### src/design/mtll_pkg.sv
package mtll_pkg;

	// Input item kinds; code 3 is ignored
	localparam logic [1:0] KIND_START  = 2'd0;
	localparam logic [1:0] KIND_TICK   = 2'd1;
	localparam logic [1:0] KIND_CANCEL = 2'd2;

	// Configuration register indexes
	localparam logic [2:0] REG_SEEK_AMPS           = 3'd0;
	localparam logic [2:0] REG_STALL_SPEED_LIMIT   = 3'd1;
	localparam logic [2:0] REG_STALL_CURRENT_LIMIT = 3'd2;
	localparam logic [2:0] REG_STALL_CONFIRM_TIME  = 3'd3;
	localparam logic [2:0] REG_SETTLE_SPEED_LIMIT  = 3'd4;
	localparam logic [2:0] REG_SETTLE_TIME         = 3'd5;
	localparam logic [2:0] REG_SEEK_TIMEOUT        = 3'd6;
	localparam logic [2:0] REG_MIN_SPAN            = 3'd7;

	// Fixed behavior of the return-to-center move
	localparam bit          RETURN_ENABLE    = 1'b1;
	localparam logic [31:0] RETURN_LIMIT_MS  = 32'd3000;
	localparam logic [33:0] CENTER_TOLERANCE = 34'd3277;

	typedef enum logic [2:0] {
		PH_IDLE,
		PH_SEEK_MIN,
		PH_SETTLE,
		PH_SEEK_MAX,
		PH_RETURN,
		PH_DONE,
		PH_ERROR
	} phase_t;

	typedef enum logic [2:0] {
		ST_RUNNING,
		ST_PASS,
		ST_OFFLINE,
		ST_FEEDBACK,
		ST_TIMEOUT,
		ST_RANGE,
		ST_NOT_STARTED
	} status_t;

	typedef enum logic [1:0] {
		DM_NONE,
		DM_CURRENT,
		DM_POSITION,
		DM_RELAX
	} drive_mode_t;

	typedef struct packed {
		logic [30:0] seek_amps;
		logic [30:0] stall_speed_limit;
		logic [30:0] stall_current_limit;
		logic [31:0] stall_confirm_time;
		logic [30:0] settle_speed_limit;
		logic [31:0] settle_time;
		logic [31:0] seek_timeout;
		logic [30:0] min_span;
	} cfg_t;

	typedef struct packed {
		logic [1:0]  kind;
		logic [31:0] now_time;
		logic        motor_online;
		logic        feedback_ok;
		logic [31:0] position;
		logic [31:0] velocity;
		logic [31:0] torque_current;
	} item_t;

	typedef struct packed {
		drive_mode_t drive_mode;
		logic [31:0] drive_current;
		logic [31:0] drive_target;
		status_t     status;
		logic        learned;
		logic [31:0] low_end;
		logic [31:0] high_end;
	} result_t;

endpackage

### src/design/mtll_ctrl.sv
module mtll_ctrl import mtll_pkg::*; (
	input  logic    clk,
	input  logic    arst_n,
	input  logic    advance,
	input  item_t   item,
	input  cfg_t    cfg,
	output result_t res
);

	phase_t             phase_q, phase_d;
	status_t            outcome_q, outcome_d;
	logic [31:0]        phase_start_q, phase_start_d;
	logic [31:0]        stall_start_q, stall_start_d;
	logic [31:0]        settle_start_q, settle_start_d;
	logic signed [31:0] min_q, min_d;
	logic signed [31:0] max_q, max_d;
	logic               learned_q, learned_d;

	logic signed [31:0] pos;
	logic [31:0]        vel_mag;
	logic [31:0]        cur_mag;
	logic [31:0]        now;
	logic               stall_cond;
	logic [31:0]        stall_base;
	logic               stall_done;
	logic               settle_cond;
	logic [31:0]        settle_base;
	logic               settle_done;
	logic [31:0]        phase_elapsed;
	logic signed [32:0] span;
	logic               span_short;
	logic signed [32:0] mid_sum;
	logic signed [31:0] mid;
	logic signed [33:0] cdiff;
	logic               center_ok;
	logic [31:0]        seek32;

	assign now     = item.now_time;
	assign pos     = $signed(item.position);
	assign vel_mag = item.velocity[31] ? (~item.velocity + 32'd1) : item.velocity;
	assign cur_mag = item.torque_current[31] ? (~item.torque_current + 32'd1)
		: item.torque_current;

	assign stall_cond = (vel_mag <= {1'b0, cfg.stall_speed_limit}) &&
		(cur_mag >= {1'b0, cfg.stall_current_limit});
	assign stall_base = (stall_start_q == 32'd0) ? now : stall_start_q;
	assign stall_done = (now - stall_base) >= cfg.stall_confirm_time;

	assign settle_cond = vel_mag <= {1'b0, cfg.settle_speed_limit};
	assign settle_base = (settle_start_q == 32'd0) ? now : settle_start_q;
	assign settle_done = (now - settle_base) >= cfg.settle_time;

	assign phase_elapsed = now - phase_start_q;

	assign span       = {pos[31], pos} - {min_q[31], min_q};
	assign span_short = span < $signed({2'b00, cfg.min_span});

	// floor of the average without overflow
	assign mid_sum   = {min_q[31], min_q} + {max_q[31], max_q};
	assign mid       = mid_sum[32:1];
	assign cdiff     = {{2{pos[31]}}, pos} - {{2{mid[31]}}, mid};
	assign center_ok = (cdiff <= $signed(CENTER_TOLERANCE)) &&
		(cdiff >= -$signed(CENTER_TOLERANCE));

	assign seek32 = {1'b0, cfg.seek_amps};

	always_comb begin
		phase_d        = phase_q;
		outcome_d      = outcome_q;
		phase_start_d  = phase_start_q;
		stall_start_d  = stall_start_q;
		settle_start_d = settle_start_q;
		min_d          = min_q;
		max_d          = max_q;
		learned_d      = learned_q;
		res.drive_mode    = DM_NONE;
		res.drive_current = 32'd0;
		res.drive_target  = 32'd0;

		case (item.kind)
			KIND_START: begin
				min_d          = 32'sd0;
				max_d          = 32'sd0;
				learned_d      = 1'b0;
				stall_start_d  = 32'd0;
				settle_start_d = 32'd0;
				outcome_d      = ST_RUNNING;
				phase_d        = PH_SEEK_MIN;
				phase_start_d  = now;
			end
			KIND_CANCEL: begin
				res.drive_mode = DM_RELAX;
				phase_d        = PH_IDLE;
				outcome_d      = ST_RANGE;
			end
			KIND_TICK: begin
				if (outcome_q == ST_RUNNING) begin
					if (!item.motor_online) begin
						outcome_d      = ST_OFFLINE;
						phase_d        = PH_ERROR;
						res.drive_mode = DM_RELAX;
					end else if (!item.feedback_ok) begin
						outcome_d      = ST_FEEDBACK;
						phase_d        = PH_ERROR;
						res.drive_mode = DM_RELAX;
					end else begin
						case (phase_q)
							PH_SEEK_MIN, PH_SEEK_MAX: begin
								res.drive_mode    = DM_CURRENT;
								res.drive_current = (phase_q == PH_SEEK_MIN)
									? (~seek32 + 32'd1) : seek32;
								stall_start_d = stall_cond ? stall_base : 32'd0;
								if (stall_cond && stall_done) begin
									res.drive_mode    = DM_RELAX;
									res.drive_current = 32'd0;
									if (phase_q == PH_SEEK_MIN) begin
										min_d          = pos;
										phase_d        = PH_SETTLE;
										phase_start_d  = now;
										stall_start_d  = 32'd0;
										settle_start_d = 32'd0;
									end else begin
										max_d = pos;
										if (span_short) begin
											outcome_d = ST_RANGE;
											phase_d   = PH_ERROR;
										end else begin
											learned_d = 1'b1;
											if (RETURN_ENABLE) begin
												phase_d        = PH_RETURN;
												phase_start_d  = now;
												stall_start_d  = 32'd0;
												settle_start_d = 32'd0;
											end else begin
												outcome_d = ST_PASS;
												phase_d   = PH_DONE;
											end
										end
									end
								end else if (phase_elapsed >= cfg.seek_timeout) begin
									outcome_d         = ST_TIMEOUT;
									phase_d           = PH_ERROR;
									res.drive_mode    = DM_RELAX;
									res.drive_current = 32'd0;
								end
							end
							PH_SETTLE: begin
								settle_start_d = settle_cond ? settle_base : 32'd0;
								if (settle_cond && settle_done) begin
									phase_d        = PH_SEEK_MAX;
									phase_start_d  = now;
									stall_start_d  = 32'd0;
									settle_start_d = 32'd0;
								end
							end
							PH_RETURN: begin
								res.drive_mode   = DM_POSITION;
								res.drive_target = mid;
								if (center_ok) begin
									outcome_d        = ST_PASS;
									phase_d          = PH_DONE;
									res.drive_mode   = DM_RELAX;
									res.drive_target = 32'd0;
								end else if (phase_elapsed >= RETURN_LIMIT_MS) begin
									outcome_d        = ST_TIMEOUT;
									phase_d          = PH_ERROR;
									res.drive_mode   = DM_RELAX;
									res.drive_target = 32'd0;
								end
							end
							default: begin
							end
						endcase
					end
				end
			end
			default: begin
			end
		endcase

		res.status   = outcome_d;
		res.learned  = learned_d;
		res.low_end  = min_d;
		res.high_end = max_d;
	end

	always_ff @(posedge clk or negedge arst_n) begin
		if (!arst_n) begin
			phase_q        <= PH_IDLE;
			outcome_q      <= ST_NOT_STARTED;
			phase_start_q  <= 32'd0;
			stall_start_q  <= 32'd0;
			settle_start_q <= 32'd0;
			min_q          <= 32'sd0;
			max_q          <= 32'sd0;
			learned_q      <= 1'b0;
		end else if (advance) begin
			phase_q        <= phase_d;
			outcome_q      <= outcome_d;
			phase_start_q  <= phase_start_d;
			stall_start_q  <= stall_start_d;
			settle_start_q <= settle_start_d;
			min_q          <= min_d;
			max_q          <= max_d;
			learned_q      <= learned_d;
		end
	end

	a_start_enters_seek: assert property (@(posedge clk) disable iff (!arst_n)
		advance && item.kind == KIND_START |=>
			outcome_q == ST_RUNNING && phase_q == PH_SEEK_MIN && !learned_q)
		else $error("start did not enter the minimum seek");

	a_running_phase: assert property (@(posedge clk) disable iff (!arst_n)
		outcome_q == ST_RUNNING |->
			phase_q == PH_SEEK_MIN || phase_q == PH_SETTLE ||
			phase_q == PH_SEEK_MAX || phase_q == PH_RETURN)
		else $error("running outcome outside an active phase");

	a_done_is_pass: assert property (@(posedge clk) disable iff (!arst_n)
		phase_q == PH_DONE |-> outcome_q == ST_PASS && learned_q)
		else $error("done phase without a pass");

	a_hold_without_advance: assert property (@(posedge clk) disable iff (!arst_n)
		!advance |=> $stable(phase_q) && $stable(outcome_q) && $stable(min_q) &&
			$stable(max_q))
		else $error("state changed without an item");

endmodule

### src/design/motor_travel_limit_learner.sv
// An accepted item is held in the item register; once the result register is free,
// its result is registered there and result_valid rises with it.
// Throughput: one item per cycle while the result register is not stalled; the whole
// control step is one pass of logic between the item register and the result register.
// Reset (arst_n low, asynchronous): phase idle, status not started, learned ends and
// timers cleared, configuration at its documented defaults, both channels empty.
module motor_travel_limit_learner import mtll_pkg::*; (
	input  logic        clk,
	input  logic        arst_n,

	// configuration write channel
	input  logic        cfg_valid,
	output logic        cfg_ready,
	input  logic [2:0]  cfg_index,
	input  logic [31:0] cfg_data,

	// item channel
	input  logic        item_valid,
	output logic        item_stall,
	input  logic [1:0]  kind,
	input  logic [31:0] now_time,
	input  logic        motor_online,
	input  logic        feedback_ok,
	input  logic signed [31:0] position,
	input  logic signed [31:0] velocity,
	input  logic signed [31:0] torque_current,

	// result channel
	output logic        result_valid,
	input  logic        result_stall,
	output logic [1:0]  drive_mode,
	output logic signed [31:0] drive_current,
	output logic signed [31:0] drive_target,
	output logic [2:0]  status,
	output logic        learned,
	output logic signed [31:0] low_end,
	output logic signed [31:0] high_end
);

	cfg_t    cfg_q;
	item_t   item_s1;
	logic    valid_s1;
	result_t res_comb;
	result_t res_s2;
	logic    valid_s2;
	logic    out_free;
	logic    advance;
	logic    item_take;

	// Always writable; writes must arrive only while the block is idle, unchecked.
	assign cfg_ready = 1'b1;

	always_ff @(posedge clk or negedge arst_n) begin
		if (!arst_n) begin
			cfg_q.seek_amps           <= 31'd65536;
			cfg_q.stall_speed_limit   <= 31'd6554;
			cfg_q.stall_current_limit <= 31'd52429;
			cfg_q.stall_confirm_time  <= 32'd100;
			cfg_q.settle_speed_limit  <= 31'd3277;
			cfg_q.settle_time         <= 32'd200;
			cfg_q.seek_timeout        <= 32'd5000;
			cfg_q.min_span            <= 31'd65536;
		end else if (cfg_valid && cfg_ready) begin
			case (cfg_index)
				REG_SEEK_AMPS:           cfg_q.seek_amps           <= cfg_data[30:0];
				REG_STALL_SPEED_LIMIT:   cfg_q.stall_speed_limit   <= cfg_data[30:0];
				REG_STALL_CURRENT_LIMIT: cfg_q.stall_current_limit <= cfg_data[30:0];
				REG_STALL_CONFIRM_TIME:  cfg_q.stall_confirm_time  <= cfg_data;
				REG_SETTLE_SPEED_LIMIT:  cfg_q.settle_speed_limit  <= cfg_data[30:0];
				REG_SETTLE_TIME:         cfg_q.settle_time         <= cfg_data;
				REG_SEEK_TIMEOUT:        cfg_q.seek_timeout        <= cfg_data;
				REG_MIN_SPAN:            cfg_q.min_span            <= cfg_data[30:0];
				default: begin
				end
			endcase
		end
	end

	// The result register is free when empty or being drained this cycle.
	// Advance the held item into the controller only then; otherwise hold it
	// and stall the item channel.
	assign out_free   = !valid_s2 || !result_stall;
	assign advance    = valid_s1 && out_free;
	assign item_stall = valid_s1 && !out_free;
	assign item_take  = item_valid && !item_stall;

	always_ff @(posedge clk or negedge arst_n) begin
		if (!arst_n) begin
			valid_s1 <= 1'b0;
		end else if (item_take) begin
			valid_s1 <= 1'b1;
		end else if (advance) begin
			valid_s1 <= 1'b0;
		end
	end

	// Payload of the input stage: load on every accepted transaction.
	always_ff @(posedge clk) begin
		if (item_take) begin
			item_s1.kind           <= kind;
			item_s1.now_time       <= now_time;
			item_s1.motor_online   <= motor_online;
			item_s1.feedback_ok    <= feedback_ok;
			item_s1.position       <= position;
			item_s1.velocity       <= velocity;
			item_s1.torque_current <= torque_current;
		end
	end

	// Homing sequencer: phase state, stall and settle timers, learned ends.
	mtll_ctrl u_ctrl (
		.clk     (clk),
		.arst_n  (arst_n),
		.advance (advance),
		.item    (item_s1),
		.cfg     (cfg_q),
		.res     (res_comb)
	);

	always_ff @(posedge clk or negedge arst_n) begin
		if (!arst_n) begin
			valid_s2 <= 1'b0;
		end else if (advance) begin
			valid_s2 <= 1'b1;
		end else if (!result_stall) begin
			valid_s2 <= 1'b0;
		end
	end

	// Result register: hold while the consumer stalls.
	always_ff @(posedge clk) begin
		if (advance) begin
			res_s2 <= res_comb;
		end
	end

	assign result_valid  = valid_s2;
	assign drive_mode    = res_s2.drive_mode;
	assign drive_current = res_s2.drive_current;
	assign drive_target  = res_s2.drive_target;
	assign status        = res_s2.status;
	assign learned       = res_s2.learned;
	assign low_end       = res_s2.low_end;
	assign high_end      = res_s2.high_end;

endmodule
### config.mk
export PLATFORM = sky130hd
export DESIGN_NAME = motor_travel_limit_learner
export DESIGN_NICKNAME = d
export VERILOG_FILES = /design/src/design/mtll_pkg.sv /design/src/design/mtll_ctrl.sv /design/src/design/motor_travel_limit_learner.sv
export SDC_FILE = /design/constraint.sdc
export NUM_CORES = 2
export LEC_CHECK = 0
export BUFFER_PORTS_ARGS = -buffer_cell sky130_fd_sc_hd__buf_2
export CORE_MARGIN = 2
export CORE_UTILIZATION = 64
export CTS_BUF_LIST = sky130_fd_sc_hd__clkbuf_2
export DETAILED_ROUTE_END_ITERATION = 10
export GPL_TIMING_DRIVEN = 0
export PLACE_DENSITY = 0.93
export SLEW_MARGIN = 10
export SYNTH_ARGS = -nofsm -noshare
export SYNTH_HDL_FRONTEND = slang
export SYNTH_HIERARCHICAL = 1
export SYNTH_SLANG_ARGS = --single-unit
### constraint.sdc
create_clock -name clk -period 25.9 [get_ports clk]
set_input_delay 2.59 -clock clk [delete_from_list [all_inputs] [get_ports clk]]
set_output_delay 2.59 -clock clk [all_outputs]
set_load 0.02 [all_outputs]
## After elaboration in Yosys (flattened, before gate mapping)

Index checks and enable logic that the tools add are counted.

| storage, ports and cells | value |
|---|---|
| bits in registers | 686 |
| latch bits | 0 |
| bits in writable memories | 0 |
| memory bits (read-only) | 0 |
| bits of input ports | 172 |
| output and inout port bits | 137 |
| logic and storage cells | 221 |
| memories | 0 |

| operators by class | value |
|---|---|
| add/subtract/negate cells | 9 |
| $mul | 0 |
| divide/modulo/power cells | 0 |
| $lt $le $gt $ge | 10 |
| equality and inequality tests | 25 |
| shift-type cells | 0 |
| muxes and demuxes | 98 |
| bitwise gates (word level) | 10 |
| reduce and logical (&&, ||, !) cells | 36 |

Operator list:

| operator | count |
|---|---|
| $mux W32 | 44 |
| $pmux W32 S2 | 8 |
| $mux W64 | 2 |
| $add A32 B1 Y32 const B | 3 |
| $ge A32 B32 Y1 | 3 |
| $sub A32 B32 Y32 | 3 |
| $mux W34 | 2 |
| $mux W66 | 1 |
| $sub A32 B32 Y33 | 2 |
| $le A32 B31 Y1 | 2 |
| $logic_not A32 Y1 | 2 |
| $not A32 Y32 | 2 |
| $mux W3 | 18 |
| $ge A34 B13 Y1 const B | 1 |
| $le A34 B13 Y1 const B | 1 |
| $add A32 B32 Y33 | 1 |
| $lt A33 B32 Y1 | 1 |
| $ge A32 B12 Y1 const B | 1 |
| $ge A32 B31 Y1 | 1 |
| $not A31 Y32 | 1 |
| $pmux W3 S3 | 3 |
| $reduce_and A2 Y1 | 8 |
| $eq A3 B3 Y1 const B | 5 |
| $reduce_and A7 Y1 | 2 |
| 30 further kinds | 71 |

## Logic depth before layout (Yosys ltp)

| depth | value |
|---|---|
| word-level depth | 14 |
| mapped depth | 36 |
| mapped depth without buffers | 34 |

## Hierarchy

The synthesis kept the hierarchy.

By module, submodules not included:

| module | times used | cells an instance | area an instance (um^2) | seq. area each (um^2) |
|---|---|---|---|---|
| mtll_ctrl | 1 | 3432 | 26770.7 | 4181.5 |
| motor_travel_limit_learner | 1 | 814 | 17536.8 | 14363.8 |

## Least setup slack after synthesis

Ideal clock, no wire load.

| timing path | value |
|---|---|
| path type | input-to-reg |
| start | in result_stall |
| end | reg u_ctrl.min_q[19] |
| setup time | 0.138 ns |
| arrival | 16.798 ns |
| required time | 25.762 ns |
| path slack | 8.964 ns |
| stages on the path | 3 |
| buffers on the path | 0 |
| path through | a21boi_0 -> o21ai_0 -> a22o_1 |

| on the way | value |
|---|---|
| longest elaborated chain between the ends | 3 |

Ends and longest elaborated chain:

| element | RTL line | text |
|---|---|---|
| start: declaration | motor_travel_limit_learner.sv:30 | `input logic result_stall,` |
| $logic_not A1 Y1 | n/a |  |
| $logic_or A1 B1 Y1 | motor_travel_limit_learner.sv:82 | `assign out_free = !valid_s2 \|\| !result_stall;` |
| $logic_and A1 B1 Y1 | motor_travel_limit_learner.sv:83 | `assign advance = valid_s1 && out_free;` |
| end signal: assignment | mtll_ctrl.sv:203 | `min_q <= min_d;` |
| end: declaration | mtll_ctrl.sv:15 | `logic signed [31:0] min_q, min_d;` |

Every way passes these cells.
A chain may end at the register's enable or synchronous reset.

## Worst setup path after layout

| timing path | value |
|---|---|
| start | reg u_ctrl.settle_start_q[25] |
| end | reg u_ctrl.settle_start_q[27] |

| on the way | value |
|---|---|
| longest elaborated chain between the ends | 11 |
| elaborated cells between the ends (all ways) | 12 |
| classes of those cells | 1 x add/sub; 1 x order compare; 8 x mux; 2 x reduce/logical |

Ends and longest elaborated chain:

| element | RTL line | text |
|---|---|---|
| start: declaration | mtll_ctrl.sv:14 | `logic [31:0] settle_start_q, settle_start_d;` |
| start signal: assignment | mtll_ctrl.sv:202 | `settle_start_q <= settle_start_d;` |
| $logic_not A32 Y1 | mtll_ctrl.sv:50 | `assign settle_base = (settle_start_q == 32'd0) ? now : settle_start_q;` |
| $mux W32 * | mtll_ctrl.sv:50 |  |
| $sub A32 B32 Y32 | mtll_ctrl.sv:51 | `assign settle_done = (now - settle_base) >= cfg.settle_time;` |
| $ge A32 B32 Y1 | mtll_ctrl.sv:51 |  |
| $logic_and A1 B1 Y1 | mtll_ctrl.sv:149 | `if (settle_cond && settle_done) begin` |
| $mux W32 * | mtll_ctrl.sv:149 |  |
| $pmux W32 S2 * | mtll_ctrl.sv:107 | `case (phase_q)` |
| $mux W32 * | mtll_ctrl.sv:102 | `end else if (!item.feedback_ok) begin` |
| $mux W32 * | mtll_ctrl.sv:98 | `if (!item.motor_online) begin` |
| $mux W32 * | mtll_ctrl.sv:97 | `if (outcome_q == ST_RUNNING) begin` |
| $pmux W32 S2 * | mtll_ctrl.sv:80 | `case (item.kind)` |

Every way passes the cells marked *; elsewhere a longest branch is shown, timed or not. The select of a mux whose other input is x is not followed.

==> impl_results.md <==
- Status: complete, no violations
- Yosys cell types: 92
- Utilization after layout: 71.6%
- Final instance count without filler cells: 5819
- CP max stage cell: clkbuf_1
- FMAX: 92.7 MHz
- R2r endpoint: u_ctrl/settle_start_q[27]
- Clk slew on worst S/H paths: 0.11 ns
- Vias/cell: 6.38
- Post-synth ARST share: 61.2%
- Synth Register Bits: 686
- Fin worst setup slack: 15.11 ns
- Clock Sinks: 686
- DRC Markers: 0
- R2R Path Start: u_ctrl/settle_start_q[25]
- Hold_ws: 0.503 ns
- Total Nets Final: 5330
- Routed vias: 37100
- Layout Skew: 0.129 ns
- Placed Instances: 5492
- Tightest Pin Transition: 1.35 ns
- Placeable Area: 68600 um2
- Post-route cell area: 49100 um2
- Critical path's largest stage delay: 0.64 ns
- Syn_nets: 4839
- Relative slew slack: 9.35%
- H-Tree Depth: 4
- DP HPWL: 96.9 mm
- Vias in the first global route: 36800
- Initial core utilization: 64.6%
- RSZ-0062 raised after global routing: no
- CP max FO: 10
- Area occupied by multi-input gates: 23700 um2
- CTS tree: yes
- Sequential Area: 18500 um2
- Leakage: 22.6 nW
- Worst VDD drop: 0.130 mV
- Row count: 96
- Placement Cell Area: 47300 um2
- Dpl ws: 15.97 ns
- Largest net degree at the start of global routing: 112
- Clk Latency, worst-skew pair: 1.53 ns
- Worst hold-check path type: flop to flop
- Setup crit start kind: flop
- PortBufs: 303
- Most flops, register: cfg_q
- Cell Pwr Density: 121 nW/um2
- Area Overhead vs Synth: 10.8%
- Final count of hold timing violations: 0
- CTS root buf: clkbuf_2
- Max-cap check violation count: 0
- EDFF count, synth: 266
- Congestion Overflow GR: 0
- Period utilization: 41.7%
- Post-route setup TNS: 0 ns
- First-pass GRT wire length: 198 mm
- Die H: 267 um
- Final ANT Viol Nets: 0
- Die area: 71400 um2
- Initial DRC count: 3980
- Cells after Synth: 4246
- Crit path arrival time: 12.09 ns
- Max reg flops: 251
- Share of layout cells above drive strength 1: 21.9%
- Post-CTS Resized: 0
- GR Util All Layers: 35.9%
- Final Wtd Congestion: 0.955
- Fillers: 4762
- Worst Hold End: u_ctrl/stall_start_q[18]
- Antenna violations before repair: 11
- Tmin final: 10.79 ns
- Synth warn: 6
- DRT Pass-1 Iters: 6
- Final wirelength: 129 mm
- Min-delay src: u_ctrl/stall_start_q[18]
- # hold bufs at CTS: 0
- Final Max Tran Viols: 0
- Synth Flop Type: dfrtp_1
- Worst r2r path cells: 33
- R2R Setup Slk: 15.11 ns
- Setup CP Type: flop to flop
- Cell mode on critical path: nor2_1
- Setup-failing EPs final: 0
- DIE WIDTH: 267 um
- # IOs: 309
- Avg WL per Cell: 22.2 um
- Longest Clk Path Bufs: 3
- Worst EP required: 27.20 ns
- Setup bufs post-CTS: 0
- Syn avg cell area: 10.4 um2
- Hold Path Depth: 2
- Total power: 5.92 mW
- Synthesized area: 44300 um2
- Critical path capture point type: flop
- Register area share after synthesis: 41.9%
- Leading registers by flop count: cfg_q x251, item_s1 x132
- Clock buffer count from CTS: 174
how the worst max path moves through the flow:
| stage | from | to | slack [ns] |
|---|---|---|---|
| after CTS | u_ctrl/settle_start_q[25] | u_ctrl/settle_start_q[27] | 15.67 |
| after global routing | u_ctrl/settle_start_q[25] | u_ctrl/settle_start_q[27] | 14.45 |
| after detailed placement | u_ctrl/settle_start_q[25] | u_ctrl/settle_start_q[25] | 15.97 |
| after floorplan | result_stall | u_ctrl/min_q[19] | 8.96 |
| final | u_ctrl/settle_start_q[25] | u_ctrl/settle_start_q[27] | 15.11 |
| after global placement | result_stall | u_ctrl/min_q[4] | 2.07 |
per-layer routing:
layer	global-route usage, %	wire (um)	vias to the layer above
met5	0	73	-
met4	20.9	7970	10
met3	8.28	13000	502
met2	57.2	58900	2123
met1	44.9	49100	17800
li1	-	-	16700
cells in the mapped netlist (15+ instances only):
master | instances | share of area (%)
or2_2 | 15 | 0.21
nor2_1 | 233 | 2.0
xnor2_1 | 153 | 3.0
a31oi_1 | 18 | 0.25
clkbuf_1 | 88 | 0.75
nand2_1 | 259 | 2.2
nor4_1 | 27 | 0.38
nand3_1 | 48 | 0.54
nand2b_1 | 39 | 0.55
or3_1 | 37 | 0.52
and3_1 | 24 | 0.34
nor2b_1 | 34 | 0.48
nor3_1 | 65 | 0.73
dfrtp_1 | 382 | 22
dfstp_2 | 38 | 2.3
xor2_1 | 82 | 1.6
inv_1 | 362 | 3.1
o211ai_1 | 20 | 0.34
a21o_1 | 110 | 1.9
mux2_4 | 28 | 0.95
a22o_1 | 190 | 3.8
o21ai_0 | 196 | 2.2
edfxtp_1 | 266 | 18
nand4_1 | 51 | 0.72
nand3b_1 | 30 | 0.51
ha_1 | 415 | 12
o41ai_1 | 15 | 0.30
buf_2 | 30 | 0.34
a21oi_1 | 283 | 3.2
a211oi_1 | 30 | 0.51
o21bai_1 | 26 | 0.44
mux2_2 | 305 | 7.8
o21a_1 | 43 | 0.73
o31ai_1 | 35 | 0.59
or4_1 | 22 | 0.37
worst max-delay path, delay by kind of cell (launching register included):
family / cells / cell delay, ns
compound gates: 15 / 4.62
simple gates: 13 / 3.25
buf+inv: 3 / 1.51
fa+ha+maj: 2 / 0.80
flops: 1 / 0.41
area by class of cell:
class | count | share of cell area [%]
Clock buffer | 259 | 2.64
Buffer | 145 | 1.45
Antenna cell | 4 | 0.0204
Inverter | 362 | 2.77
Tap cell | 931 | 2.37
Timing Repair Buffer | 315 | 3.68
Sequential cell | 686 | 37.8
Multi-Input combinational cell | 3053 | 48.3
Clock inverter | 64 | 1.03
kinds of logic after synthesis:
| kind of cell | Yosys count | share of synthesized area (%) |
|---|---|---|
| AO/OA/AOI/OAI | 1105 | 17.0 |
| AND/OR/NAND/NOR | 940 | 10.7 |
| flip-flops | 686 | 41.9 |
| buffers and inverters | 507 | 4.68 |
| adder cells (fa/ha/maj) | 421 | 12.0 |
| multiplexers | 351 | 9.14 |
| XOR/XNOR | 235 | 4.65 |
| other | 1 | 0.00846 |
cells in the final DEF (no fill, tap or decap), types with 233 or more instances in the layout:
master and n:
dfrtp_1 382, nand2_1 259, a21oi_1 283, buf_2 332, inv_1 362, edfxtp_1 266, mux2_2 305, clkbuf_2 259
ha_1 415, nor2_1 233
power by group:
part	switching, mW	internal [mW]	total [mW]
clock	0.487	0.348	0.835
combinational	2.07	1.49	3.56
sequential	0.186	1.35	1.53
total	2.74	3.18	5.92
No activity file was read; power rests on OpenSTA's default activity.
